File: config.mk
export PLATFORM = sky130hd
export DESIGN_NAME = rpcf_select
export DESIGN_NICKNAME = d
export VERILOG_FILES = /design/src/rtl/core/rpcf_pkg.sv /design/src/rtl/core/rpcf_select.sv
export SDC_FILE = /design/constraint.sdc
export NUM_CORES = 1
export LEC_CHECK = 0
export ABC_AREA = 1
export BUFFER_PORTS_ARGS = -buffer_cell sky130_fd_sc_hd__clkbuf_2
export CAP_MARGIN = 25
export CORE_AREA = 8 8 259 261
export DETAILED_ROUTE_END_ITERATION = 7
export DIE_AREA = 0 0 267 269
export GPL_TIMING_DRIVEN = 0
export REMOVE_ABC_BUFFERS = 1
export SYNTH_ARGS = -nofsm -noshare
export SYNTH_HDL_FRONTEND = slang
export SYNTH_SLANG_ARGS = --single-unit
File: constraint.sdc
create_clock -name clk -period 10.7 [get_ports clk]
set_clock_uncertainty 0.1 [all_clocks]
set_input_delay 2.14 -clock clk [delete_from_list [all_inputs] [get_ports clk]]
set_output_delay 2.14 -clock clk [all_outputs]
set_load 0.03 [all_outputs]
File: src/rtl/core/rpcf_pkg.sv
`timescale 1ns / 1ps
`default_nettype none
// ----------------------------------------------------------------------------
// Radar pixel cleanup filter package
// Shared types, color constants, the palette table and the nearest-color
// scan order.
// ----------------------------------------------------------------------------
package rpcf_pkg;

  localparam int MAX_WIDTH_DEF = 2048;
  localparam int MAX_HEIGHT    = 2048;
  localparam int ROW_W         = 12;
  localparam int WIN_N         = 16;
  localparam int PAL_N         = 19;
  localparam int LANE_W        = 64;

  localparam logic [31:0] COL_OUTER    = 32'hFFA0A0A4;
  localparam logic [31:0] COL_INNER    = 32'hFFD0D0D0;
  localparam logic [31:0] COL_BOUNDARY = 32'hFF000080;
  localparam logic [31:0] COL_TRANSP   = 32'h00000000;
  localparam logic [31:0] COL_BLACK    = 32'hFF000000;

  localparam logic [31:0] PALETTE [PAL_N] = '{
    32'hFF5F0000, 32'hFFFF0000, 32'hFF884400, 32'hFFCC6600, 32'hFF009800,
    32'hFF00C25A, 32'hFF3F3F5F, 32'hFF000074, 32'hFFFF557F, 32'hFFFFAA7F,
    32'hFFFFFF80, 32'hFF46FF93, 32'hFF9CAAB1, 32'hFFC700C7, 32'hFF0138FF,
    32'hFFFF55FF, 32'hFF3E88FF, 32'hFFFFAAFF, 32'hFFA2C6FF
  };

  // Window positions (column * 4 + row) sorted by Manhattan distance from
  // the center, ties broken by column first and then row.
  localparam logic [3:0] SCAN_ORDER [WIN_N] = '{
    4'd10, 4'd6, 4'd9, 4'd11, 4'd14, 4'd2, 4'd5, 4'd7,
    4'd8, 4'd13, 4'd15, 4'd1, 4'd3, 4'd4, 4'd12, 4'd0
  };

  localparam logic [3:0] CFG_FRAME_WIDTH  = 4'd0;
  localparam logic [3:0] CFG_FRAME_HEIGHT = 4'd1;

  localparam logic [11:0] FRAME_WIDTH_RST  = 12'd1024;
  localparam logic [11:0] FRAME_HEIGHT_RST = 12'd1000;

  typedef struct packed {
    logic [31:0] image_pixel;
    logic [31:0] stencil_pixel;
  } pix_t;

  typedef struct packed {
    logic [31:0] out_pixel;
    logic [10:0] out_col;
    logic [10:0] out_row;
    logic        frame_last;
  } res_t;

  typedef struct packed {
    logic pal;
    logic outer;
    logic inner;
    logic sblack;
  } flag_t;

  function automatic flag_t pixel_flags(logic [31:0] img, logic [31:0] st);
    flag_t f;
    f.pal = 1'b0;
    for (int p = 0; p < PAL_N; p++) begin
      if (img == PALETTE[p]) f.pal = 1'b1;
    end
    f.outer  = (img == COL_OUTER) || (img == COL_TRANSP);
    f.inner  = (img == COL_INNER);
    f.sblack = (st == COL_BLACK);
    return f;
  endfunction

endpackage
`default_nettype wire

File: src/rtl/core/rpcf_select.sv
`timescale 1ns / 1ps
`default_nettype none
// ----------------------------------------------------------------------------
// Pixel selection
// Decides boundary, nearest palette color or pass-through for the window
// center and holds the result in the output register.
// ----------------------------------------------------------------------------
module rpcf_select #(
  parameter int CW = 12
) (
  input  wire logic                          clk,
  input  wire logic                          rst,
  input  wire logic                          adv,
  input  wire logic                          item_valid,
  input  wire logic [CW-1:0]                 col,
  input  wire logic [rpcf_pkg::ROW_W-1:0]    row,
  input  wire logic [CW-1:0]                 wc,
  input  wire logic [rpcf_pkg::ROW_W-1:0]    hc,
  input  wire logic [rpcf_pkg::WIN_N-1:0][31:0] img_win,
  input  wire rpcf_pkg::flag_t [rpcf_pkg::WIN_N-1:0] flags,
  output logic                               res_valid,
  output rpcf_pkg::res_t                     res_data
);
  import rpcf_pkg::*;

  logic [3:0]       col_ok;
  logic [3:0]       row_ok;
  logic [WIN_N-1:0] ok;
  logic [WIN_N-1:0] cand;
  logic [CW:0]      cx;
  logic [ROW_W:0]   ry;
  logic             any_outer;
  logic             any_inner;
  logic             st_black;
  logic             kept_black;
  logic             found;
  logic [3:0]       sel;
  logic [31:0]      pixel;
  logic [CW-1:0]    x;
  logic [ROW_W-1:0] y;

  always_comb begin
    for (int i = 0; i < 4; i++) begin
      cx = (CW+1)'(col) + (CW+1)'(i);
      col_ok[i] = (cx >= (CW+1)'(3)) && (cx < (CW+1)'(wc) + (CW+1)'(3));
      ry = (ROW_W+1)'(row) + (ROW_W+1)'(i);
      row_ok[i] = (ry >= (ROW_W+1)'(3)) && (ry < (ROW_W+1)'(hc) + (ROW_W+1)'(3));
    end
    for (int k = 0; k < WIN_N; k++) begin
      ok[k]   = col_ok[k/4] && row_ok[k%4];
      cand[k] = ok[k] && flags[k].pal;
    end

    any_outer = 1'b0;
    any_inner = 1'b0;
    for (int i = 1; i < 4; i++) begin
      for (int j = 1; j < 4; j++) begin
        if (!ok[i*4+j] || flags[i*4+j].outer) any_outer = 1'b1;
        if (ok[i*4+j] && flags[i*4+j].inner) any_inner = 1'b1;
      end
    end

    st_black = 1'b0;
    for (int k = 0; k < WIN_N; k++) begin
      if (ok[k] && flags[k].sblack) st_black = 1'b1;
    end
    kept_black = (img_win[10] == COL_BLACK) && !st_black;

    // Walk the scan order backward so the earliest candidate wins.
    found = 1'b0;
    sel   = SCAN_ORDER[0];
    for (int k = WIN_N - 1; k >= 0; k--) begin
      if (cand[SCAN_ORDER[k]]) begin
        found = 1'b1;
        sel   = SCAN_ORDER[k];
      end
    end

    if (any_outer && any_inner) begin
      pixel = COL_BOUNDARY;
    end else if (!flags[10].pal && !kept_black) begin
      pixel = found ? img_win[sel] : COL_TRANSP;
    end else begin
      pixel = img_win[10];
    end

    x = col - CW'(1);
    y = row - ROW_W'(1);
  end

  always_ff @(posedge clk) begin
    if (rst) begin
      res_valid <= 1'b0;
    end else if (adv) begin
      res_valid <= item_valid && (col != '0) && (row != '0);
    end
  end

  always_ff @(posedge clk) begin
    if (adv) begin
      res_data.out_pixel  <= pixel;
      res_data.out_col    <= 11'(x);
      res_data.out_row    <= 11'(y);
      res_data.frame_last <= (col == wc) && (row == hc);
    end
  end

endmodule
`default_nettype wire

## Word-level counts from Yosys, hierarchy flattened

Index checks and enable logic that the tools add are counted.

| storage, ports and cells | value |
|---|---|
| memories | 0 |
| bits in latches | 0 |
| bits in registers | 56 |
| bits in writable memories | 0 |
| output and inout bits | 56 |
| bits of input ports | 628 |
| memory bits (read-only) | 0 |

| operators by class | value |
|---|---|
| mux-type cells | 70 |
| shift-type cells | 0 |
| divide/modulo/power cells | 0 |
| multipliers | 0 |
| order comparisons | 17 |
| reductions and logical operators | 94 |
| add/sub/neg operators | 10 |
| eq/ne operators | 3 |
| bitwise logic cells | 0 |

Operator list:

| operator | count |
|---|---|
| $bmux 32 s4 | 1 |
| $mux 32 | 3 |
| $add 12x2->13 const B | 6 |
| $ge 13x2->1 const B | 6 |
| $lt 13x13->1 | 6 |
| $logic_and 1x1->1 | 71 |
| $mux 4 | 16 |
| $mux 1 | 50 |
| $eq 32x32->1 const B | 1 |
| $add 12x1->13 const B | 2 |
| $lt 12x13->1 | 2 |
| $eq 12x12->1 | 2 |
| $ge 12x2->1 const B | 2 |
| $reduce_bool 12->1 | 2 |
| $sub 11x1->11 const B | 2 |
| $logic_not 1->1 | 12 |
| $logic_or 1x1->1 | 9 |
| $lt 4x5->1 const B | 1 |

## Depth between registers and ports, before layout

| logic depth | value |
|---|---|
| word-level depth | 26 |
| mapped depth | 40 |
| mapped depth without buffers | 39 |

## Worst setup path after synthesis

OpenSTA, ideal clock, no wires.

| path | value |
|---|---|
| path kind | input port to flip-flop |
| start point | input port wc[0] |
| end point | register res_data[48] (netlist bit), data pin |
| library setup time | 0.256 ns |
| stages | 32 |
| arrival time | 5.612 ns |
| slack | 4.731 ns |
| data required time | 10.344 ns |
| cells stage by stage | inv_1 -> ha_1 -> inv_1 -> nand3_1 -> nor3_2 -> nand4_1 -> xor2_1 -> ha_1 -> a21oi_1 -> nor2_1 -> a211oi_1 -> nand2_1 -> a21oi_1 -> inv_2 -> nor2_2 -> nand2_1 -> nand2_1 -> inv_2 -> nand2_1 -> nand2_1 -> nand2_4 -> nand2_4 -> buf_6 -> buf_4 -> nand2_1 -> nand2_1 -> o21ai_1 -> nand2_1 -> o21ai_1 -> nand2_1 -> nand3_1 -> nand2_1 |

| on the way | value |
|---|---|
| cells in the longest elaborated chain, start to end | 26 |
| elaborated cells on any way between the ends | 159 |
| classes of those cells | add/sub: 1; order compare: 4; mux: 70; reduce/logical: 84 |

RTL lines:

| item | line | RTL |
|---|---|---|
| start: declaration | rpcf_select.sv:17 | `input wire logic [CW-1:0] wc,` |
| $add 12x2->13 (*) | rpcf_select.sv:45 | `col_ok[i] = (cx >= (CW+1)'(3)) && (cx < (CW+1)'(wc) + (CW+1)'(3));` |
| branches (longest 25 deep; another with $lt 12x13->1) | - |  |
| end: declaration | rpcf_select.sv:22 | `output rpcf_pkg::res_t res_data` |

Every way passes the cells marked *. The select of a mux whose other input is x is not followed.
A chain may end at the register's enable or synchronous reset.

## Worst setup path after layout

| path | value |
|---|---|
| start point | input port wc[0] |
| end point | register res_data[29] (netlist bit), data pin |

The elaborated chain is that of the path after synthesis.

==> run_summary.xml <==
<?xml version="1.0" encoding="UTF-8"?>
<metrics>
  <group name="outcome">
    <metric name="run_status" unit="">complete, no violations</metric>
  </group>
  <group name="place">
    <metric name="pre_cts_ws" unit="ns">1.81</metric>
    <metric name="total_of_buffers_placed_on_input_and_output_ports" unit="">669</metric>
    <metric name="dp_hpwl" unit="µm">63400</metric>
    <metric name="gp_routability_congestion" unit="">0.941</metric>
    <metric name="dp.cells" unit="">3995</metric>
    <metric name="placedInstanceArea" unit="mm²">0.0185</metric>
  </group>
  <group name="sta">
    <metric name="final_period_minus_worst_setup_slack" unit="ns">8.34</metric>
    <metric name="final_report_setup_violation_count" unit="">0</metric>
    <metric name="setup_slack" unit="ns">2.36</metric>
    <metric name="final.setup.tns" unit="ns">0</metric>
    <metric name="final_hold_viol_count" unit="">0</metric>
    <metric name="transition_time_at_the_pin_with_the_least_slew_margin" unit="ns">0.975</metric>
    <metric name="clock.fmax" unit="MHz">120</metric>
    <metric name="max_slew_margin" unit="">0.349</metric>
    <metric name="tcrit_tclk_final" unit="">0.779</metric>
    <metric name="unrepaired_setup_endpoints_after_global_routing" unit="">no</metric>
    <metric name="final-max-slew-violation-count" unit="">0</metric>
    <metric name="fin_hold_ws" unit="ns">0.420</metric>
  </group>
  <group name="critical_path">
    <metric name="crit_path_top_delay_cell" unit="">nand2_1</metric>
    <metric name="worst-path-max-fanout" unit="">64</metric>
    <metric name="crit_path_arrival_time" unit="ns">8.33</metric>
    <metric name="worst_ep_required" unit="ns">10.69</metric>
    <metric name="reg2reg_slack" unit="ns">9.90</metric>
    <metric name="timing_worst_setup_path_type" unit="">input port to flop</metric>
    <metric name="critical_path.startpoint_type" unit="">input port</metric>
    <metric name="slowest_delay" unit="ns">0.70</metric>
    <metric name="critical_path.most_common_cell" unit="">nand2_1</metric>
    <metric name="endpoint_kind" unit="">flop</metric>
  </group>
  <group name="power_and_ir_drop">
    <metric name="design_power_total" unit="mW">2.09</metric>
    <metric name="power_density" unit="mW/mm²">112</metric>
    <metric name="leakagePower" unit="nW">10.6</metric>
    <metric name="vdd_drop_max" unit="µV">72.9</metric>
  </group>
  <group name="die">
    <metric name="rows" unit="">92</metric>
    <metric name="core_area" unit="mm²">0.0627</metric>
    <metric name="start_util" unit="">0.229</metric>
    <metric name="die_y" unit="µm">269</metric>
    <metric name="die-area" unit="mm²">0.0718</metric>
    <metric name="ios" unit="">684</metric>
    <metric name="chip_width" unit="µm">267</metric>
  </group>
  <group name="clock_network">
    <metric name="clk_root_buffer_cell" unit="">clkbuf_16</metric>
    <metric name="cts_resized" unit="">0</metric>
    <metric name="postCtsHoldBufs" unit="">0</metric>
    <metric name="clk_latency" unit="ns">0.33</metric>
    <metric name="h-tree-depth" unit="">2</metric>
    <metric name="cts.path.max_buffers" unit="">2</metric>
    <metric name="clk_pin_slew" unit="ns">0.09</metric>
    <metric name="cts.repair_timing.setup_buffer_count" unit="">0</metric>
    <metric name="tritoncts" unit="">built</metric>
    <metric name="clock-sinks" unit="">56</metric>
    <metric name="cts-buffers-inserted" unit="">5</metric>
  </group>
  <group name="detailed_routing">
    <metric name="drc_errors" unit="">0</metric>
    <metric name="wl_per_cell" unit="µm">19.4</metric>
    <metric name="vias_post_dr" unit="">19000</metric>
    <metric name="drt_first_iter_violations" unit="">1746</metric>
    <metric name="post_drt_via_cell_ratio" unit="">4.73</metric>
    <metric name="postRouteAntennaNets" unit="">0</metric>
    <metric name="routed_wirelength" unit="µm">77900</metric>
    <metric name="number_of_iterations_in_the_first_detailed_routing_pass" unit="">5</metric>
  </group>
  <group name="synth">
    <metric name="synthesized_area_per_cell" unit="µm²">5.50</metric>
    <metric name="synthesis.instances" unit="">2613</metric>
    <metric name="yosys.area_share.adder" unit="">0.0932</metric>
    <metric name="synth_simple_gate_area_share" unit="">0.502</metric>
    <metric name="ys.flop_type" unit="">edfxtp_1</metric>
    <metric name="synth_top_family_by_area" unit="">simple AND/OR/NAND/NOR gates</metric>
    <metric name="synth-edff-count" unit="">55</metric>
    <metric name="synth.top_cell.area_share" unit="">0.232</metric>
    <metric name="ys_warn_count" unit="">0</metric>
    <metric name="post_synth_instance_area" unit="mm²">0.0144</metric>
    <metric name="synth_top_area_cell" unit="">nand2_1</metric>
    <metric name="synth_sequential_area_ratio" unit="">0.116</metric>
    <metric name="synth-xor-area-share" unit="">0.0335</metric>
    <metric name="synth_compound_area_frac" unit="">0.101</metric>
    <metric name="synth.distinct_cells" unit="">51</metric>
    <metric name="ys_ff_latch" unit="">56</metric>
    <metric name="netlist_top_cells_area" unit="">nand2_1 23%, nand3_1 14%, edfxtp_1 11%</metric>
    <metric name="synth_commonest_cells" unit="">888 x nand2_1, 397 x nand3_1, 329 x inv_1, 124 x o21ai_1, 120 x nor2_1</metric>
    <metric name="async_flop_share" unit="">0</metric>
    <metric name="yosysMostFrequentCell" unit="">nand2_1</metric>
    <metric name="muxShareOfSynthArea" unit="">0.00766</metric>
  </group>
  <group name="grt">
    <metric name="global_route_wire_length_before_repair" unit="µm">111000</metric>
    <metric name="antenna_found_initial" unit="">9</metric>
    <metric name="globalRouteOverflowTotal" unit="">0</metric>
    <metric name="first_global_vias" unit="">17800</metric>
    <metric name="grt_start_max_net_pins" unit="">165</metric>
    <metric name="gr-usage-all-layers" unit="">0.202</metric>
  </group>
  <group name="job">
    <metric name="max_cap_violations" unit="">0</metric>
  </group>
  <group name="final_layout">
    <metric name="drive_gt1_frac" unit="">0.242</metric>
    <metric name="count_of_non_filler_cells_in_the_finished_layout" unit="">4009</metric>
    <metric name="post-route-util" unit="">0.297</metric>
    <metric name="nets" unit="">3891</metric>
    <metric name="final.fill_count" unit="">7189</metric>
    <metric name="flow.area_growth_from_synthesis" unit="%">29.6</metric>
    <metric name="layout.cell_area.non_filler" unit="mm²">0.0186</metric>
  </group>
  <group name="min_path">
    <metric name="timing.hold.worst.class" unit="">flop to flop</metric>
  </group>
</metrics>
## critical path, delay by kind of cell
kind / cells / cell delay (ns)
adder cells (fa/ha/maj): 2 / 0.55
AO/OA/AOI/OAI: 4 / 0.89
AND/OR/NAND/NOR: 18 / 2.91
buffers and inverters: 8 / 1.33
XOR/XNOR: 1 / 0.41
## path summary, 6_finish.rpt
path         startpoint      endpoint  depth (start not counted)
max               wc[0]  res_data[29]                         33
min           res_valid     res_valid                          2
max reg2reg   res_valid     res_valid                          2
min reg2reg   res_valid     res_valid                          2
## where the power goes
part	switching, mW	internal [mW]
combinational	1.10	0.532
sequential	0.00663	0.270
clock	0.0993	0.0871
## layer usage
metal  up-vias  wire (µm)  track usage  share of wire
met2       742      37900        0.353           0.49
li1       9576          -            -              -
met4         2       2330       0.0685          0.030
met5         -          7            0       0.000090
met3        90       5870       0.0384          0.075
met1      8553      31800        0.247           0.41
## cell usage in the layout (no fill, tap or decap), types with 4 or more instances in the layout
cell / instances
a21oi_1: 73
inv_1: 329
xor2_1: 49
clkbuf_16: 5
clkbuf_2: 668
diode_2: 6
a21oi_4: 4
or2_1: 11
inv_2: 26
edfxtp_1: 55
mux2i_1: 11
xnor2_1: 6
a31oi_1: 5
nor4_1: 14
a211oi_1: 7
nor2_4: 8
nand3_1: 397
nor3_1: 19
o21ai_0: 23
nor2_2: 8
nand4_1: 66
nor2_1: 119
nand2_1: 887
buf_16: 10
o211ai_1: 10
nand2_2: 10
buf_12: 4
o21ai_1: 124
o21bai_1: 5
ha_1: 107
nand3b_1: 58
nand2_4: 5
## cell type report
type	count	area, µm²	area share
multi-input combinational	2053	10700	0.574
timing repair buffer	683	3710	0.199
sequential	56	1670	0.0897
inverter	357	1350	0.0724
tap	846	1060	0.0568
clock buffer	6	129	0.00692
antenna	6	15.0	0.000806
clock inverter	2	11.3	0.000605
## logic make-up (layout without fill, tap and decap cells)
group,Yosys count,count (layout)
AO/OA/AOI/OAI,264,264
XOR/XNOR,55,55
adder cells (fa/ha/maj),107,107
buffers and inverters,504,1048
flip-flops,56,56
multiplexers,11,11
other,0,6
AND/OR/NAND/NOR,1616,1616
## registers in the layout (all words and copies together) (netlist names)
register and flops:
res_data 55, res_valid 1
Note: power is estimated with default switching activity, not from simulation.
