File: config.mk
export PLATFORM = sky130hd
export DESIGN_NAME = rpcf_window
export DESIGN_NICKNAME = d
export VERILOG_FILES = /design/src/rtl/core/rpcf_pkg.sv /design/src/rtl/core/rpcf_window.sv
export SDC_FILE = /design/constraint.sdc
export NUM_CORES = 1
export LEC_CHECK = 0
export ABC_CLOCK_PERIOD_IN_PS = 2100
export BUFFER_PORTS_ARGS = -buffer_cell sky130_fd_sc_hd__buf_4
export CAP_MARGIN = 20
export CORE_AREA = 2 2 327 329
export CTS_CLUSTER_DIAMETER = 100
export DETAILED_ROUTE_END_ITERATION = 10
export DIE_AREA = 0 0 329 331
export SLEW_MARGIN = 20
export SYNTH_ARGS = -nofsm -noshare
export SYNTH_HDL_FRONTEND = slang
export SYNTH_SLANG_ARGS = --single-unit
File: constraint.sdc
create_clock -name clk -period 2.1 [get_ports clk]
set_clock_uncertainty 0.05 [all_clocks]
set_input_delay 0.315 -clock clk [delete_from_list [all_inputs] [get_ports clk]]
set_output_delay 0.315 -clock clk [all_outputs]
set_load 0.005 [all_outputs]
File: src/rtl/core/rpcf_pkg.sv
`timescale 1ns / 1ps
`default_nettype none
// ----------------------------------------------------------------------------
// Radar pixel cleanup filter package
// Shared types, color constants, the palette table and the nearest-color
// scan order.
// ----------------------------------------------------------------------------
package rpcf_pkg;

  localparam int MAX_WIDTH_DEF = 2048;
  localparam int MAX_HEIGHT    = 2048;
  localparam int ROW_W         = 12;
  localparam int WIN_N         = 16;
  localparam int PAL_N         = 19;
  localparam int LANE_W        = 64;

  localparam logic [31:0] COL_OUTER    = 32'hFFA0A0A4;
  localparam logic [31:0] COL_INNER    = 32'hFFD0D0D0;
  localparam logic [31:0] COL_BOUNDARY = 32'hFF000080;
  localparam logic [31:0] COL_TRANSP   = 32'h00000000;
  localparam logic [31:0] COL_BLACK    = 32'hFF000000;

  localparam logic [31:0] PALETTE [PAL_N] = '{
    32'hFF5F0000, 32'hFFFF0000, 32'hFF884400, 32'hFFCC6600, 32'hFF009800,
    32'hFF00C25A, 32'hFF3F3F5F, 32'hFF000074, 32'hFFFF557F, 32'hFFFFAA7F,
    32'hFFFFFF80, 32'hFF46FF93, 32'hFF9CAAB1, 32'hFFC700C7, 32'hFF0138FF,
    32'hFFFF55FF, 32'hFF3E88FF, 32'hFFFFAAFF, 32'hFFA2C6FF
  };

  // Window positions (column * 4 + row) sorted by Manhattan distance from
  // the center, ties broken by column first and then row.
  localparam logic [3:0] SCAN_ORDER [WIN_N] = '{
    4'd10, 4'd6, 4'd9, 4'd11, 4'd14, 4'd2, 4'd5, 4'd7,
    4'd8, 4'd13, 4'd15, 4'd1, 4'd3, 4'd4, 4'd12, 4'd0
  };

  localparam logic [3:0] CFG_FRAME_WIDTH  = 4'd0;
  localparam logic [3:0] CFG_FRAME_HEIGHT = 4'd1;

  localparam logic [11:0] FRAME_WIDTH_RST  = 12'd1024;
  localparam logic [11:0] FRAME_HEIGHT_RST = 12'd1000;

  typedef struct packed {
    logic [31:0] image_pixel;
    logic [31:0] stencil_pixel;
  } pix_t;

  typedef struct packed {
    logic [31:0] out_pixel;
    logic [10:0] out_col;
    logic [10:0] out_row;
    logic        frame_last;
  } res_t;

  typedef struct packed {
    logic pal;
    logic outer;
    logic inner;
    logic sblack;
  } flag_t;

  function automatic flag_t pixel_flags(logic [31:0] img, logic [31:0] st);
    flag_t f;
    f.pal = 1'b0;
    for (int p = 0; p < PAL_N; p++) begin
      if (img == PALETTE[p]) f.pal = 1'b1;
    end
    f.outer  = (img == COL_OUTER) || (img == COL_TRANSP);
    f.inner  = (img == COL_INNER);
    f.sblack = (st == COL_BLACK);
    return f;
  endfunction

endpackage
`default_nettype wire

File: src/rtl/core/rpcf_window.sv
`timescale 1ns / 1ps
`default_nettype none
// ----------------------------------------------------------------------------
// Window registers
// 4x4 image window with per-pixel classification flags, shifted one column
// per transaction. Padding columns shift in zeros.
// ----------------------------------------------------------------------------
module rpcf_window (
  input  wire logic                      clk,
  input  wire logic                      rst,
  input  wire logic                      shift,
  input  wire logic                      pad,
  input  wire rpcf_pkg::pix_t [2:0]      rows,
  input  wire rpcf_pkg::pix_t            cur,
  output logic [rpcf_pkg::WIN_N-1:0][31:0] img_win,
  output rpcf_pkg::flag_t [rpcf_pkg::WIN_N-1:0] flags
);
  import rpcf_pkg::*;

  pix_t  [3:0] col_pix;
  flag_t [3:0] col_flag;

  always_comb begin
    for (int j = 0; j < 4; j++) begin
      if (pad) begin
        col_pix[j] = '0;
      end else if (j == 3) begin
        col_pix[j] = cur;
      end else begin
        col_pix[j] = rows[j];
      end
      col_flag[j] = pixel_flags(col_pix[j].image_pixel, col_pix[j].stencil_pixel);
    end
  end

  always_ff @(posedge clk) begin
    if (rst) begin
      img_win <= '0;
      flags   <= '0;
    end else if (shift) begin
      for (int i = 0; i < 3; i++) begin
        for (int j = 0; j < 4; j++) begin
          img_win[i*4+j] <= img_win[(i+1)*4+j];
          flags[i*4+j]   <= flags[(i+1)*4+j];
        end
      end
      for (int j = 0; j < 4; j++) begin
        img_win[12+j] <= col_pix[j].image_pixel;
        flags[12+j]   <= col_flag[j];
      end
    end
  end

endmodule
`default_nettype wire

* After elaboration in Yosys (flattened, before gate mapping)
Cells that the tools add are included.
** Word-level totals
- Flip-flop bits (word level) :: 576
- Latch bits :: 0
- RAM bits :: 0
- ROM bits :: 0
- Input port bits :: 260
- Output and inout port bits :: 576
- Word-level logic and storage cells :: 256
- Memories kept :: 0
** Operators by class
- Add/subtract/negate cells :: 0
- Multipliers :: 0
- Div/mod/pow operators :: 0
- Order comparisons :: 0
- Equal/unequal tests :: 88
- Shifts and indexed selects :: 0
- Multiplexer cells :: 80
- Bitwise logic cells :: 0
- Reductions and logical operators :: 8
** Operators by type and width (number)
- == test 32 bit, second input constant :: 88
- two-way mux 64 bit :: 4
- zero test 32 bit :: 4
- two-way mux 1 bit :: 76
- logical OR 1 bit :: 4

* Longest topological paths before layout
Gate-level depths: netlist (run 1).
- Word-level depth :: 21
- Gate-level depth with buffers :: 10
- Depth with buffers taken out :: 6

* Worst setup path before layout (run 1)
No wires, ideal clock.
- Path kind :: input port to flip-flop
- Start :: in rows[54] (netlist name)
- End :: reg flags[51] (netlist name)
- Setup time :: 0.058 ns
- Arrival time :: 1.870 ns
- Setup slack :: 0.123 ns
- Stages :: 7
- Cells stage by stage :: buf_4 nor4bb_1 nand3_1 or4_1 a2111oi_0 o41a_1 a211o_1
** On the way
- Longest elaborated chain between the ends :: 21
- Elaborated cells on any way between the ends :: 39
** RTL lines
- start, declared :: RTL line rpcf_window.sv:13 : input wire rpcf_pkg::pix_t [2:0] rows,
- two-way mux 64 bit (*) :: RTL line rpcf_window.sv:25 : if (pad) begin
- == test 32 bit :: RTL line rpcf_pkg.sv:66 : if (img == PALETTE[p]) f.pal = 1'b1;
- two-way mux 1 bit (18 in series) :: RTL line rpcf_pkg.sv:66
- two-way mux 1 bit (*) :: RTL line rpcf_pkg.sv:66
- end signal, assigned by index :: RTL line rpcf_window.sv:44 : flags[i*4+j] <= flags[(i+1)*4+j];
- end signal, assigned by index :: RTL line rpcf_window.sv:49 : flags[12+j] <= col_flag[j];
- end, declared :: RTL line rpcf_window.sv:16 : output rpcf_pkg::flag_t [rpcf_pkg::WIN_N-1:0] flags
Every way passes the cells marked *; elsewhere a longest branch is shown, timed or not.
A chain may end at the register's enable or synchronous reset.

* Worst setup path after layout (run 1)
- Start :: in cur[41] (netlist name)
- End :: reg flags[63] (netlist name)
** On the way
- Longest elaborated chain between the ends :: 21
- Elaborated cells on any way between the ends :: 39
** RTL lines
- start, declared :: RTL line rpcf_window.sv:14 : input wire rpcf_pkg::pix_t cur,
- two-way mux 64 bit (*) :: RTL line rpcf_window.sv:25
- == test 32 bit :: RTL line rpcf_pkg.sv:66
- two-way mux 1 bit (18 in series) :: RTL line rpcf_pkg.sv:66
- two-way mux 1 bit (*) :: RTL line rpcf_pkg.sv:66
Marks and branches as above.

==> impl_metrics.env, run 1 <==
export IMPL_path_class="in2reg"
export IMPL_max_freq_ghz=0.488
export IMPL_cp_slowest_cell="or4_1"
export IMPL_gp_congestion=0.917
export IMPL_antenna_found_initial=6
export IMPL_die_width_um=329
export IMPL_cp_arrival_ns=2.55
export IMPL_coreArea_um2=105000
export IMPL_fin_crit_ns=2.05
export IMPL_ant_nets=0
export IMPL_cts_buffers=68
export IMPL_wl_per_cell_um=20.3
export IMPL_clkTransAtPathRegs_ns=0.06
export IMPL_io_buffers=835
export IMPL_crit_chain="dlygate4sd3_1, buf_4, nand3_1, or4_1, or4b_1, nand4_1, nor4_1, o22ai_1"
export IMPL_setup_viol=0
export IMPL_endpoint_kind="flip-flop"
export IMPL_final_cells=4907
export IMPL_synth_area_um2=23300
export IMPL_clock_root_buffer="clkbuf_16"
export IMPL_rr_worst_depth=3
export IMPL_synth_ff_type="dfxtp_1"
export IMPL_grt_max_degree=71
export IMPL_num_vias=22706
export IMPL_post_place_ws_ns=-0.279
export IMPL_cp_required_ns=2.60
export IMPL_reg2reg_slack_ns=0.88
export IMPL_finalNetCount=3725
export IMPL_hp_class="in2reg"
export IMPL_cts_sinks=576
export IMPL_fin_crit_sh_pct=97.6
export IMPL_met2_usage_pct=29.6
export IMPL_timing_rr_start="flags[59]"
export IMPL_whs_ns=0.0647
export IMPL_slew_headroom_pct=57.0
export IMPL_fin_setup_tns_ns=0
export IMPL_tightest_slew_ns=0.639
export IMPL_power_density_nw_per_um2=730
export IMPL_whs_path_depth=4
export IMPL_wirelength_mm=99.6
export IMPL_drv_slew=0
export IMPL_grt_usage_pct=17.3
export IMPL_drt_iter0_drc=1446
export IMPL_met1_usage_pct=21.5
export IMPL_row_count=119
export IMPL_yosys_warnings=0
export IMPL_drtPass1Iterations=5
export IMPL_fp_dieH_um=331
export IMPL_postSynthAreaPerCell_um2=9.52
export IMPL_initial_core_util_pct=22.2
export IMPL_path_max_fanout=7
export IMPL_async_flop_share_pct=0
export IMPL_grt_pass1_vias=22116
export IMPL_rsz0062_at_grt="no"
export IMPL_ys_ff_latch=576
export IMPL_dieArea_um2=109000
export IMPL_cpPeakStageDelay_ns=0.57
export IMPL_syn_to_final_growth_pct=52.6
export IMPL_cts_tree="done"
export IMPL_dp_cells=4703
export IMPL_clock_latency_ns=0.62
export IMPL_maxCapViolCount=0
export IMPL_p_leak_nw=16.0
export IMPL_use_met3_pct=4.13
export IMPL_status="complete, no violations"
export IMPL_io_pins=836
export IMPL_synth_edf_count=0
export IMPL_viasPerCell=4.63
export IMPL_r2r_end="flags[59]"
export IMPL_drc=0
export IMPL_grt_busiest_layer="met2"
export IMPL_cts_buffer_depth=3
export IMPL_hold_start="rows[149]"
export IMPL_hold_violations=0
export IMPL_peakVddDrop_mv=0.557
export IMPL_hpwl_mm=76.4
export IMPL_syn_nets=2707
export IMPL_cp_start_kind="input port"
export IMPL_yosysSeqAreaShare_pct=49.5
export IMPL_yosysUniqueCellTypes=73
export IMPL_overflow=0
export IMPL_synthCells=2447
export IMPL_worst_slack_ns=0.0501
export IMPL_drive_gt1_share_pct=33.2
export IMPL_htreeDepth=3
export IMPL_grt_pass1_wl_mm=144
export IMPL_holdPathEnd="flags[56]"
-- metal layers --
metal | up-vias | share of wire [%]
li1 | 10718 | -
met1 | 10979 | 42
met2 | 838 | 49
met3 | 167 | 6.9
met4 | 4 | 2.5
met5 | - | 0.021
-- worst max-delay path, delay by kind of cell --
kind,cells,cell delay [ns]
simple gates,5,1.39
compound gates,1,0.13
buf+inv,2,0.72
-- sequential cells by signal (all words and copies together) (netlist names) --
register and flops:
img_win 512, flags 64
-- synth_stat cells, drive strengths merged, types with 9 or more instances --
library cell  number  area [µm²]
nand2             58         218
nand3             35         175
buf               62         275
clkbuf           109         412
a22oi             83         623
nand4             53         332
and3               9        56.3
nor4b             16         140
mux2i            457        4570
dfxtp            576       11500
a31oi             14        87.6
nand2b            14        87.6
nor2b             29         181
a21oi             40         200
nor3              23         120
nor3b             26         205
nor2             610        2290
nor4              73         469
nand3b            27         203
nand4b            11         111
-- logic make-up after synthesis --
group	count (synthesis)	synth area share [%]
xor gates and xnor gates	4	0.150
DFF	576	49.5
AOI/OAI and AO/OA	189	5.71
buffers and inverters	178	3.06
and+or+nand+nor	1043	21.9
muxes	457	19.6
-- cell type report --
cell class,count,area [µm²]
antenna,1,2.50
clock buffer,102,2050
clock inverter,18,196
fill,10863,69400
inverter,7,28.8
multi-input combinational,1693,11100
sequential,576,11500
tap,1391,1740
timing repair buffer,1119,8940
-- cells in the final DEF, fill, tap and decap left out, types with 22 or more instances in the layout --
master | synthesis | routed
buf_4 | 5 | 1009
nor2_1 | 610 | 609
dfxtp_1 | 576 | 576
mux2i_1 | 457 | 457
a22oi_1 | 83 | 83
dlygate4sd3_1 | 0 | 83
clkbuf_16 | 0 | 71
nor4_1 | 71 | 70
nand2_1 | 58 | 58
nand4_1 | 53 | 53
a21oi_1 | 40 | 40
nand3_1 | 35 | 35
nor2b_1 | 29 | 29
nand3b_1 | 27 | 27
buf_12 | 0 | 25
nor3b_1 | 24 | 24
nor3_1 | 22 | 22
-- worst max-delay path by stage --
| stage | depth (start not counted) | to | start |
|---|---|---|---|
| 2_1_floorplan | 7 | flags[51] | rows[54] |
| 3_3_place_gp | 9 | flags[54] | pad |
| 3_5_place_dp | 9 | flags[54] | pad |
| 4_1_cts | 8 | flags[63] | cur[33] |
| 5_1_grt | 9 | flags[51] | rows[38] |
| 6_report | 8 | flags[63] | cur[41] |
-- power breakdown --
part           leakage (nW)  switching (mW)  internal [mW]  total (mW)
clock network          1.09            4.77           7.13        11.9
registers              4.66           0.189           11.1        11.3
logic                  10.3            1.42           1.33        2.75
total                  16.0            6.38           19.6        26.0
-- what timing repair did --
item,4_1_cts,5_1_grt
setup buffers,0,0
hold endpoints to repair,82,0
setup endpoints to repair,0,1
hold buffers,83,0
resized for setup,0,1
-- metrics by stage --
step	instance area (µm²)	util, %	power [mW]
finish	35600	33.9	26.0
global route	35600	33.9	26.9
detailed placement	32500	30.9	14.1
CTS	35500	33.9	26.3
floorplan	23300	-	12.6
global placement	32500	30.9	14.2
(Power assumes the default switching activity.)
==> run 2: changes to the inputs <==
--- a/config.mk
+++ b/config.mk
@@ -5,7 +5,7 @@
 export SDC_FILE = /design/constraint.sdc
 export NUM_CORES = 1
 export LEC_CHECK = 0
-export ABC_CLOCK_PERIOD_IN_PS = 2100
+export ABC_CLOCK_PERIOD_IN_PS = 1800
 export BUFFER_PORTS_ARGS = -buffer_cell sky130_fd_sc_hd__buf_4
 export CAP_MARGIN = 20
 export CORE_AREA = 2 2 327 329
==> constraint.sdc (replaced) <==
create_clock -name clk -period 1.8 [get_ports clk]
set_clock_uncertainty 0.05 [all_clocks]
set_input_delay 0.27 -clock clk [delete_from_list [all_inputs] [get_ports clk]]
set_output_delay 0.27 -clock clk [all_outputs]
set_load 0.005 [all_outputs]
==> impl_metrics.env, run 2 (synthesis results as in run 1) <==
export IMPL_fin_crit_ns=1.84
export IMPL_hold_start="rows[47]"
export IMPL_status="finished, violations left"
export IMPL_regArea_um2=11500
export IMPL_power_density_nw_per_um2=838
export IMPL_tightest_slew_ns=0.734
export IMPL_drv_slew=0
export IMPL_fp_dieH_um=331
export IMPL_ant_nets=0
export IMPL_path_class="in2reg"
export IMPL_layout_cells_most_common_list="buf_4 (1145), nor2_1 (608), dfxtp_1 (575)"
export IMPL_final_cells=5082
export IMPL_path_max_fanout=3
export IMPL_grt_usage_pct=17.5
export IMPL_drt_iter0_drc=1373
export IMPL_viasPerCell=4.60
export IMPL_io_buffers=835
export IMPL_grt_max_degree=42
export IMPL_peakVddDrop_mv=0.681
export IMPL_power_mw=31.4
export IMPL_multiInputGateArea_um2=11300
export IMPL_htreeDepth=3
export IMPL_endpoint_kind="flip-flop"
export IMPL_initial_core_util_pct=22.2
export IMPL_drive_gt1_share_pct=36.7
export IMPL_whs_path_depth=4
export IMPL_finalNetCount=3901
export IMPL_grt_pass1_wl_mm=147
export IMPL_maxCapViolCount=0
export IMPL_r2r_end="img_win[443]"
export IMPL_syn_to_final_growth_pct=60.7
export IMPL_wl_per_cell_um=19.9
export IMPL_clock_latency_ns=0.63
export IMPL_cts_buffers=69
export IMPL_io_pins=836
export IMPL_coreArea_um2=105000
export IMPL_dp_cells=4844
export IMPL_drtPass1Iterations=7
export IMPL_row_count=119
export IMPL_timing_rr_start="img_win[443]"
export IMPL_cp_start_kind="input port"
export IMPL_post_place_ws_ns=-0.434
export IMPL_hpwl_mm=78.4
export IMPL_overflow=0
export IMPL_cts_tree="done"
export IMPL_die_width_um=329
export IMPL_gp_congestion=0.935
export IMPL_top_regs="img_win x512, flags x64"
export IMPL_dieArea_um2=109000
export IMPL_max_freq_ghz=0.545
export IMPL_fill_cells=10754
export IMPL_rr_worst_depth=3
export IMPL_cts_buffer_depth=3
export IMPL_utilization_pct=35.7
export IMPL_cts_sinks=576
export IMPL_cp_arrival_ns=2.36
export IMPL_fin_crit_sh_pct=102
export IMPL_clkTransAtPathRegs_ns=0.06
export IMPL_hold_violations=0
export IMPL_holdPathEnd="img_win[399]"
export IMPL_antenna_found_initial=6
export IMPL_cp_required_ns=2.33
export IMPL_violations="negative setup slack"
export IMPL_p_leak_nw=17.0
export IMPL_wirelength_mm=101
export IMPL_drc=0
export IMPL_worst_slack_ns=-0.0359
export IMPL_hp_class="in2reg"
export IMPL_slew_headroom_pct=50.6
export IMPL_regMostFlops="img_win"
export IMPL_grt_pass1_vias=22848
export IMPL_num_vias=23399
export IMPL_crit_path_start="rows[96]"
export IMPL_clock_root_buffer="clkbuf_16"
export IMPL_final_common_cell="buf_4"
export IMPL_rsz0062_at_grt="yes"
export IMPL_largest_reg_flops=512
export IMPL_setup_viol=4
export IMPL_reg2reg_slack_ns=0.51
[run 2: changes by cell type in the layout (fill, tap and decap cells not counted), moves of 9 or more]
| cell | before | now |
|---|---|---|
| dlygate4sd3_1 | 83 | 110 |
| nor4_1 | 70 | 59 |
| buf_4 | 1009 | 1145 |
| clkbuf_8 | 16 | 7 |
[run 2: worst max-delay path, stage by stage]
cell	delay, ns
dlygate4sd3_1	0.54
buf_4	0.14
nand2_1	0.07
or4b_2	0.64
o41ai_1	0.37
a211oi_1	0.09
o21ai_0	0.10
o31a_1	0.15
[run 2: final cells by class]
type,instances,area share [%]
Clock buffer,92,5.03
Inverter,7,0.0836
Timing Repair Buffer,1294,27.9
Clock inverter,26,1.28
Antenna cell,3,0.0201
Multi-Input combinational cell,1693,30.3
Tap cell,1391,4.65
Sequential cell,576,30.8
[run 2: routing by layer]
layer / vias up / track usage, % / wire, µm
met5: - / 0 / 69
met3: 165 / 4.04 / 6250
li1: 11061 / - / -
met2: 838 / 30.0 / 49400
met4: 10 / 5.26 / 2550
met1: 11325 / 21.8 / 42900
[run 2: timing repair]
item,CTS,global route
setup buffers,0,8
endpoints found under the setup margin,1,10
pin swaps,0,17
hold endpoints to repair,107,1
cloned,0,0
gates resized for setup,1,49
hold buffers,110,1
[run 2: through the flow]
stage                     cell area, µm²  hold WS, ns  TNS, ns
after detailed placement           33600        0.431    -7.51
after floorplan                    23400        0.364   -0.103
after CTS                          37100     0.000123        0
after global routing               37400      0.00978   -0.167
final                              37400       0.0624  -0.0946
after global placement             33600        0.422    -6.14
[run 2: worst max-delay path by stage]
stage                end  cells past startpoint
2_1_floorplan  flags[51]                      7
3_3_place_gp   flags[63]                      8
3_5_place_dp   flags[63]                      8
4_1_cts        flags[63]                      8
5_1_grt        flags[55]                      9
6_report       flags[55]                      8
[run 2: power breakdown]
part	switching [mW]	internal [mW]	total, mW	leakage, nW
registers	0.217	13.0	13.2	4.66
logic	1.74	1.79	3.53	11.2
clock network	5.79	8.87	14.7	1.14
==> run 3: changes to the inputs <==
==> constraint.sdc (replaced) <==
create_clock -name clk -period 1.8 [get_ports clk]
set_clock_uncertainty 0.05 [all_clocks]
set_input_delay 0.27 -clock clk [delete_from_list [all_inputs] [get_ports clk]]
set_output_delay 0.27 -clock clk [all_outputs]
set_load 0.1 [all_outputs]
==> impl_metrics.env, run 3 (synthesis results as in run 1) <==
export IMPL_endpoint_kind="flip-flop"
export IMPL_path_max_fanout=7
export IMPL_num_vias=23127
export IMPL_overflow=0
export IMPL_cts_buffers=69
export IMPL_tightest_slew_ns=0.529
export IMPL_power_frac_comb_pct=15.5
export IMPL_drv_slew=0
export IMPL_top_regs="img_win x512, flags x64"
export IMPL_grt_max_degree=92
export IMPL_largest_reg_flops=512
export IMPL_reg2reg_slack_ns=0.43
export IMPL_endpoint="flags[51]"
export IMPL_cp_start_kind="input port"
export IMPL_switching_power_mw=9.19
export IMPL_status="finished, violations left"
export IMPL_fin_crit_ns=1.81
export IMPL_drc=0
export IMPL_power_density_nw_per_um2=869
export IMPL_maxCapViolCount=0
export IMPL_wl_per_cell_um=20.1
export IMPL_wirelength_mm=102
export IMPL_fill_cells=10753
export IMPL_grt_pass1_wl_mm=148
export IMPL_path_class="in2reg"
export IMPL_hold_violations=1
export IMPL_worst_slack_ns=-0.0138
export IMPL_viasPerCell=4.55
export IMPL_fin_crit_sh_pct=101
export IMPL_slew_headroom_pct=64.4
export IMPL_rr_worst_depth=3
export IMPL_timing_rr_start="img_win[480]"
export IMPL_hp_class="in2reg"
export IMPL_cts_sinks=576
export IMPL_power_internal_mw=23.3
export IMPL_p_clk_share_pct=43.9
export IMPL_final_common_cell="buf_4"
export IMPL_max_freq_ghz=0.551
export IMPL_cp_arrival_ns=2.33
export IMPL_dieArea_um2=109000
export IMPL_coreArea_um2=105000
export IMPL_violations="negative hold slack, negative setup slack"
export IMPL_setup_viol=1
export IMPL_ant_nets=0
export IMPL_cts_buffer_depth=3
export IMPL_r2r_end="img_win[480]"
export IMPL_regMostFlops="img_win"
export IMPL_clkTransAtPathRegs_ns=0.06
export IMPL_rsz0062_at_grt="yes"
export IMPL_cts_tree="done"
export IMPL_io_buffers=835
export IMPL_p_sw_share_pct=28.3
export IMPL_syn_to_final_growth_pct=60.4
export IMPL_antenna_found_initial=9
export IMPL_io_pins=836
export IMPL_grt_usage_pct=17.8
export IMPL_crit_path_start="rows[32]"
export IMPL_p_leak_nw=17.0
export IMPL_hpwl_mm=78.4
export IMPL_drtPass1Iterations=5
export IMPL_fp_dieH_um=331
export IMPL_peakVddDrop_mv=0.762
export IMPL_p_seq_share_pct=40.6
export IMPL_htreeDepth=3
export IMPL_gp_congestion=0.933
export IMPL_cp_required_ns=2.32
export IMPL_drive_gt1_share_pct=36.8
export IMPL_initial_core_util_pct=22.2
export IMPL_row_count=119
export IMPL_clock_latency_ns=0.63
export IMPL_finalNetCount=3896
export IMPL_fin_setup_tns_ns=-0.0138
export IMPL_clock_root_buffer="clkbuf_16"
export IMPL_drt_iter0_drc=1304
export IMPL_grt_pass1_vias=22825
export IMPL_layout_cells_most_common_list="buf_4 (1128), nor2_1 (605), dfxtp_1 (571)"
export IMPL_utilization_pct=35.6
export IMPL_die_width_um=329
export IMPL_whs_ns=-0.0154
==> run 3: cell type report <==
cell class	instances	area, µm²	share of cell area [%]
flip-flops and latches	576	11500	30.9
multi-input cells	1693	11300	30.3
repair buffers	1289	10400	27.8
clock buffers	100	2100	5.61
well taps	1391	1740	4.66
clock inverters	19	221	0.593
inverters	7	31.3	0.0837
diodes	5	12.5	0.0335
==> run 3: worst max-delay path, cell delays in order <==
cell	delay, ns
buf_4	0.12
dlygate4sd3_1	0.55
buf_4	0.16
nor4bb_1	0.35
or4bb_1	0.42
a31oi_1	0.19
o41a_1	0.17
a211o_1	0.09
==> run 3: power by group through the flow <==
stage / clock network, mW / registers, mW / logic, mW
finish: 14.3 / 13.2 / 5.04
global route: 15.1 / 13.2 / 5.27
CTS: 14.7 / 13.2 / 5.00
detailed placement: 0 / 13.5 / 4.78
global placement: 0 / 13.5 / 4.79
floorplan: 0 / 14.9 / 1.29
==> run 3: timing repair <==
| action | 4_1_cts | 5_1_grt |
|---|---|---|
| setup buffers | 0 | 3 |
| hold buffers | 114 | 0 |
| gates resized for setup | 19 | 47 |
| hold endpoints to repair | 107 | 0 |
| pin swaps | 0 | 18 |
| endpoints found under the setup margin | 13 | 10 |
==> run 3: how the worst min path moves through the flow <==
stage              endpoint          from  cells after the start
2_1_floorplan  img_win[384]      rows[32]                      2
5_1_grt        img_win[486]       cur[38]                      4
4_1_cts           flags[52]      rows[76]                      6
6_report       img_win[486]       cur[38]                      4
3_5_place_dp   img_win[448]  img_win[448]                      2
3_3_place_gp   img_win[110]  img_win[110]                      2
==> run 3: metal layers <==
layer | wire [µm] | global-route usage, %
met5 | 52 | 0
met4 | 3000 | 6.62
met3 | 6900 | 3.73
met2 | 48900 | 29.7
met1 | 43200 | 22.5
==> run 3: stage by stage <==
stage                     hold slack, ns  setup slack, ns  area, µm²  cells  power [mW]
after global routing              0.0203         -0.00948      37400   5076        33.6
final                            -0.0154          -0.0138      37400   5080        32.5
after detailed placement           0.429           -0.462      33600   4840        18.2
after floorplan                    0.364          -0.0837      23400   2447        16.2
after global placement             0.423           -0.431      33600   4840        18.3
after CTS                        0.00426          0.00166      37100   5073        32.9
